**src/sv/rmj_div.sv**
```systemverilog
module rmj_div #(
   parameter int unsigned NUM_W = 48,
   parameter int unsigned DEN_W = 32,
   parameter int unsigned Q_W = 32
) (
   input  logic             clock,
   input  logic             advance,
   input  logic [NUM_W-1:0] num_i,
   input  logic [DEN_W-1:0] den_i,
   output logic [Q_W-1:0]   quot_o,
   output logic             ovf_o
);

   localparam int unsigned HI_W = NUM_W - Q_W;
   localparam int unsigned CW = (HI_W > DEN_W) ? HI_W : DEN_W;

   logic [DEN_W-1:0] rem_ff [0:Q_W];
   logic [Q_W-1:0]   low_ff [0:Q_W];
   logic [DEN_W-1:0] den_ff [0:Q_W];
   logic [Q_W-1:0]   quot_ff [0:Q_W];
   logic             ovf_ff [0:Q_W];

   logic [CW-1:0] hi_c;
   logic [CW-1:0] den_c;

   // Quotient would need more than Q_W bits
   assign hi_c  = CW'(num_i[NUM_W-1:Q_W]);
   assign den_c = CW'(den_i);

   always_ff @(posedge clock) begin
      if (advance) begin
         rem_ff[0]  <= DEN_W'(num_i[NUM_W-1:Q_W]);
         low_ff[0]  <= num_i[Q_W-1:0];
         den_ff[0]  <= den_i;
         quot_ff[0] <= '0;
         ovf_ff[0]  <= (hi_c >= den_c);
      end
   end

   genvar i;
   generate
      for (i = 1; i <= Q_W; i++) begin : g_step
         logic [DEN_W:0] trial_in;
         logic           ge_in;
         logic [DEN_W:0] diff_in;

         assign trial_in = {rem_ff[i-1], low_ff[i-1][Q_W-i]};
         assign ge_in    = (trial_in >= {1'b0, den_ff[i-1]});
         assign diff_in  = trial_in - {1'b0, den_ff[i-1]};

         always_ff @(posedge clock) begin
            if (advance) begin
               rem_ff[i]  <= ge_in ? diff_in[DEN_W-1:0] : trial_in[DEN_W-1:0];
               low_ff[i]  <= low_ff[i-1];
               den_ff[i]  <= den_ff[i-1];
               quot_ff[i] <= quot_ff[i-1] | (Q_W'(ge_in) << (Q_W - i));
               ovf_ff[i]  <= ovf_ff[i-1];
            end
         end
      end
   endgenerate

   assign quot_o = quot_ff[Q_W];
   assign ovf_o  = ovf_ff[Q_W];

endmodule
```
**config.mk**
```make
export PLATFORM = sky130hd
export DESIGN_NAME = rmj_div
export DESIGN_NICKNAME = d
export VERILOG_FILES = /design/src/sv/rmj_div.sv
export SDC_FILE = /design/constraint.sdc
export NUM_CORES = 2
export LEC_CHECK = 0
export BUFFER_PORTS_ARGS = -buffer_cell sky130_fd_sc_hd__buf_2
export CAP_MARGIN = 30
export CORE_MARGIN = 4
export CORE_UTILIZATION = 23
export DETAILED_ROUTE_END_ITERATION = 7
export GPL_TIMING_DRIVEN = 0
export PLACE_DENSITY_LB_ADDON = 0.12
export RECOVER_POWER = 100
export SLEW_MARGIN = 10
export SYNTH_ARGS = -nofsm -noshare
export SYNTH_HDL_FRONTEND = slang
export SYNTH_MEMORY_MAX_BITS = 65536
export SYNTH_SLANG_ARGS = --single-unit
```
**constraint.sdc**
```tcl
create_clock -name clock -period 3.7 [get_ports clock]
set_input_delay 0.37 -clock clock [delete_from_list [all_inputs] [get_ports clock]]
set_output_delay 0.37 -clock clock [all_outputs]
set_load 0.1 [all_outputs]
```
## Word-level counts from Yosys, hierarchy flattened

Memories as Yosys holds them, arrays and structs flattened.
Cells that the tools add are included.

| word-level totals | value |
|---|---|
| register bits after elaboration | 0 |
| memory bits (writable) | 4257 |
| bits of input ports | 82 |
| word-level logic and storage cells | 136 |
| memories kept | 5 |

| operators by class | value |
|---|---|
| add/sub/neg operators | 32 |
| order comparisons | 33 |
| mux-type cells | 34 |
| bitwise logic cells | 32 |

Memories:

| memory | words | bits a word | rd ports | clocked after Yosys merged registers in | write ports | RTL line | RTL |
|---|---|---|---|---|---|---|---|
| den_ff | 33 | 32 | 32 | 0 | 33 | 19 | `logic [DEN_W-1:0] den_ff [0:Q_W];` |
| low_ff | 33 | 32 | 32 | 0 | 33 | 18 | `logic [Q_W-1:0] low_ff [0:Q_W];` |
| quot_ff | 33 | 32 | 33 | 0 | 33 | 20 | `logic [Q_W-1:0] quot_ff [0:Q_W];` |
| rem_ff | 33 | 32 | 32 | 0 | 33 | 17 | `logic [DEN_W-1:0] rem_ff [0:Q_W];` |
| ovf_ff | 33 | 1 | 33 | 0 | 33 | 21 | `logic ovf_ff [0:Q_W];` |

Operators with widths:

| kind | number |
|---|---|
| 33-bit by 32-bit >= comparator with 1-bit output | 32 |
| 32-bit 2-to-1 mux | 32 |
| 32-bit subtractor | 32 |
| 16-bit by 32-bit >= comparator with 1-bit output | 1 |
| 32-bit by 1-bit bitwise OR with 32-bit output | 1 |
| 32-bit by 10-bit bitwise OR with 32-bit output | 1 |
| 32-bit by 11-bit bitwise OR with 32-bit output | 1 |
| 32-bit by 12-bit bitwise OR with 32-bit output | 1 |
| 32-bit by 13-bit bitwise OR with 32-bit output | 1 |
| 32-bit by 14-bit bitwise OR with 32-bit output | 1 |
| 32-bit by 15-bit bitwise OR with 32-bit output | 1 |
| 32-bit by 16-bit bitwise OR with 32-bit output | 1 |
| 32-bit by 17-bit bitwise OR with 32-bit output | 1 |
| 32-bit by 18-bit bitwise OR with 32-bit output | 1 |
| 32-bit by 19-bit bitwise OR with 32-bit output | 1 |
| 32-bit by 2-bit bitwise OR with 32-bit output | 1 |
| 32-bit by 20-bit bitwise OR with 32-bit output | 1 |
| 32-bit by 21-bit bitwise OR with 32-bit output | 1 |
| 32-bit by 22-bit bitwise OR with 32-bit output | 1 |
| 32-bit by 23-bit bitwise OR with 32-bit output | 1 |
| 32-bit by 24-bit bitwise OR with 32-bit output | 1 |
| 32-bit by 25-bit bitwise OR with 32-bit output | 1 |
| 32-bit by 26-bit bitwise OR with 32-bit output | 1 |
| 32-bit by 27-bit bitwise OR with 32-bit output | 1 |
| other kinds (13) | 14 |

## Depth between registers and ports, before layout

An unclocked memory read counts as a cell.

| logic depth | value |
|---|---|
| depth after elaboration | 3 |
| gate-level depth with buffers | 16 |
| depth with buffers taken out | 14 |

## Worst setup path after synthesis

OpenSTA, ideal clock, no wires.

| timing path | value |
|---|---|
| path type | register to register |
| from | mem rem_ff[26][5] (netlist: rem_ff[0][837]) |
| to | mem rem_ff[27][24] (netlist: rem_ff[0][888]) (data pin) |
| data arrival time | 3.451 ns |
| data required time | 3.440 ns |
| slack | -0.010 ns |
| stages on the path, launching flop included | 14 |
| buffers on the path | 1 |
| cell sequence | edfxtp_1 > ha_1 > a21o_1 > a31o_1 > or3b_1 > o221ai_2 > o211ai_2 > a211oi_2 > nor2_1 > a211o_1 > a31o_1 > a41oi_4 > buf_6 > mux2_2 |

RTL lines:

| element | RTL line |
|---|---|
| from (decl) | 17 |

==> results.md <==
* Status: finished, violations left
* Failing checks: capacitance limit, slew limit, setup timing
* Pwr Total at 172 mW
* Die Area at between 700000 and 800000 um^2
* Width of the die at 837 um
* Design area at 193000 um^2
* Fillers at just over 70000
* Nets at 15000
* Peak VDD IR at 0.000391 V
* Worst Hold Path Cells at 2
* CP startpoint kind: flip-flop
* Hold Crit Endpoint: low_ff[0][27]
* HPWL Detailed at between 300000 and 400000 um
* Placed Cells at 22200
* Hold path startpoint: num_i[27]
* PnR worst setup slack at -198 ps
* RR Endpoint: rem_ff[0][893]
* Slowest cell on crit path: edfxtp_1
* Max cap viols at 6
* Total I/O pin count at approximately 120
* DR WL/cell at roughly 19 um
* YS warnings at 0
* DR vias/cell at 4.32
* Post-synth ARST share at 0%
* Setup CP Type: flip-flop to flip-flop
* Syn Nets at around 14000
* Critical path peak fanout at 8
* Post-synth EDFFs at 3121
* RSZ-0062 raised after global routing: true
* WL final at 455000 um
* Share of cells above drive strength 1 at 15.1%
* Cell Rows at 304
* Gr usage total at 12.5%
* Most common cell in the netlist: edfxtp_1
* Pin count of the biggest net entering global routing at 148
* Clock sinks at about 3100
* Fin Hold WS at 159 ps
* Rel. slew slack at -107%
* DR pass1 iterations at 8
* Clock slew at reported path FFs at 60 ps
* Num CTS Buffers at 407
* Core Region at 685000 um^2
* Area growth from synthesis to layout at 22.5%
* Initial Util at 23.1%
* Worst r2r path cells at 15
* Number of remaining DRC errors at 0
* Placement-stage cell area at 171000 um^2
* Final Hold Viols at 0
* Clock Skews at 113 ps
* Worst path max stage delay at 510 ps
* CTS Buffer Depth at 4
* Top post-synthesis cells by area: edfxtp_1 59%, ha_1 8.1%, a21oi_1 3.3%
* Top post-synthesis cells by count: 3121 x edfxtp_1, 1260 x inv_1, 1053 x a21oi_1, 1025 x ha_1, 811 x nand2_1
* CP cell instances: inv_2 > ha_4 > nor2b_4 > o31a_1 > o31a_1 > o221ai_2 > o211ai_2 > a211oi_2 > nor2_2 > a211o_1 > a31o_1 > a41oi_4 > buf_12 > clkbuf_16 > mux2_4
* Worst-Skew Late Latency at 1020 ps
* Port bufs at around 110
* Leakage at 74.8 nW
* Mapped Avg Cell Area at 12.3 um^2
* Sequential fraction of the synthesis area at 59.3%
* Vias at 101000
* Initial antenna violation count at 9
* Period minus WS final at 3900 ps
* RePlAce Congestion at 0.813
* Data required, critical path at 4430 ps
* CTS tree: built
* Seq cells post-synth at 3121
* Worst hold path class: primary input to flip-flop
* Cell variety after synth at 89
* H-Tree Depth at 5
* CP endpoint kind: flip-flop
* Final ANT Viol Nets at 0
* Slew @ Worst Pin at between 3000 and 4000 ps
* Share of the synthesized area in the top cell type at 59.3%
* Non-filler cells, final at 23400
* Most used DFF post-synth: edfxtp_1
* Power Dens Cells at 890 nW/um^2
* CTS Root Cell: clkbuf_16
* Setup_tns at -10470 ps
* FF-to-FF setup slack at -200 ps
* Die H at 837 um
* Global-route wire length before repair at 673000 um
* RR Startpoint: low_ff[0][837]
* Arr. time, crit path at 4630 ps
* Pins Over Slew Limit at 496
* GRT overflow at 0
* Syn Std Cell Area at ~160000 um^2
* Number of DRC markers in iteration 0 at 6056
* Synthesized instance count at around 13000
* Final setup violating endpoints at 240
* Fin crit share at 105%
* Yosys top cell by area: edfxtp_1
* Fmax at 257 MHz
* Vias in the first global route at 103000
* Most frequent CP cell: o31a_1
[where the power goes]
group | leakage (nW) | internal (mW) | switching (mW)
Clock | 6.66 | 24.6 | 16.3
Combinational | 37.6 | 33.2 | 42.3
Sequential | 30.5 | 50.2 | 5.42
Total | 74.8 | 108 | 64.0
[worst max-delay path: cells and delay by family, from the launching register on]
family / cells / cell delay [ps]
mux: 1 / 320
simple gates: 2 / 130
compound gates: 8 / 2000
flops: 1 / 510
fa+ha+maj: 1 / 170
buf+inv: 3 / 510
[area by class of cell]
type                    instances  area [um^2]  share of cell area, %
well taps                    9180        11500                   5.94
clock inverters               277         3260                   1.69
clock buffers                 473        10500                   5.42
diodes                          7         17.5                0.00906
inverters                    1260         4740                   2.45
repair buffers                655         5450                   2.81
plain buffers                 286         2000                   1.03
multi-input cells            8175        62300                   32.2
flip-flops and latches       3121        93700                   48.5
[registers in the layout, indices dropped and copies added, names as in the netlist]
signal   cells
den_ff    1024
rem_ff    1008
low_ff     528
quot_ff    528
ovf_ff      33
[worst max-delay path by stage]
stage | startpoint | cells after the start | end | slack [ps]
after floorplan | den_ff[0][577] | 14 | rem_ff[0][633] | 40
after global placement | advance | 1 | low_ff[0][205] | -54720
after detailed placement | den_ff[0][321] | 14 | rem_ff[0][353] | -2980
after CTS | den_ff[0][838] | 15 | rem_ff[0][889] | -250
after global routing | low_ff[0][837] | 15 | rem_ff[0][893] | -340
final | low_ff[0][837] | 15 | rem_ff[0][893] | -200
[timing repair]
item                                    CTS  global route
cloned                                   11             6
resized for setup                       909           477
pin swaps                               137           186
hold buffers                            147             0
endpoints found under the hold margin   148             0
setup endpoints to repair              1017           979
buffers inserted                        213           132
[per-stage QoR]
step	setup slack, ps	util (%)
finish	-198	28.2
detailed placement	-2980	24.9
floorplan	38.0	-
global route	-342	28.2
global placement	-54720	24.8
CTS	-255	27.9
[cell usage in the layout, fill, tap and decap left out, types with 130 or more instances in the layout]
| cell | count |
|---|---|
| o21a_1 | 130 |
| clkbuf_1 | 337 |
| ha_1 | 954 |
| inv_1 | 1245 |
| edfxtp_1 | 3121 |
| nor2b_1 | 137 |
| mux2_2 | 342 |
| buf_4 | 252 |
| nand2_1 | 805 |
| xnor2_1 | 481 |
| xor2_1 | 353 |
| a21oi_1 | 944 |
| o21ai_0 | 644 |
| nand3_1 | 202 |
| dlygate4sd3_1 | 144 |
| a21o_1 | 543 |
| nand4_1 | 170 |
| nor2_1 | 647 |
| clkbuf_16 | 416 |
[cell families after synthesis]
kind of cell               Yosys count  share of synthesized area, %
xor gates and xnor gates           834                          4.62
buffers and inverters             1580                          3.80
DFF                               3121                          59.3
muxes                              466                          3.29
adders and majority gates         1056                          8.51
AOI/OAI and AO/OA                 3267                          12.8
and+or+nand+nor                   2551                          7.61
[layer usage]
layer  global-route usage, %  up-vias  wire, um
met1                    16.2    49500    205000
met3                    1.41      602     12700
met2                    22.0     1317    224000
met5                       0        -         0
met4                    3.29        0     12500
li1                        -    49700         -
Power figures use the tool's default switching activity.
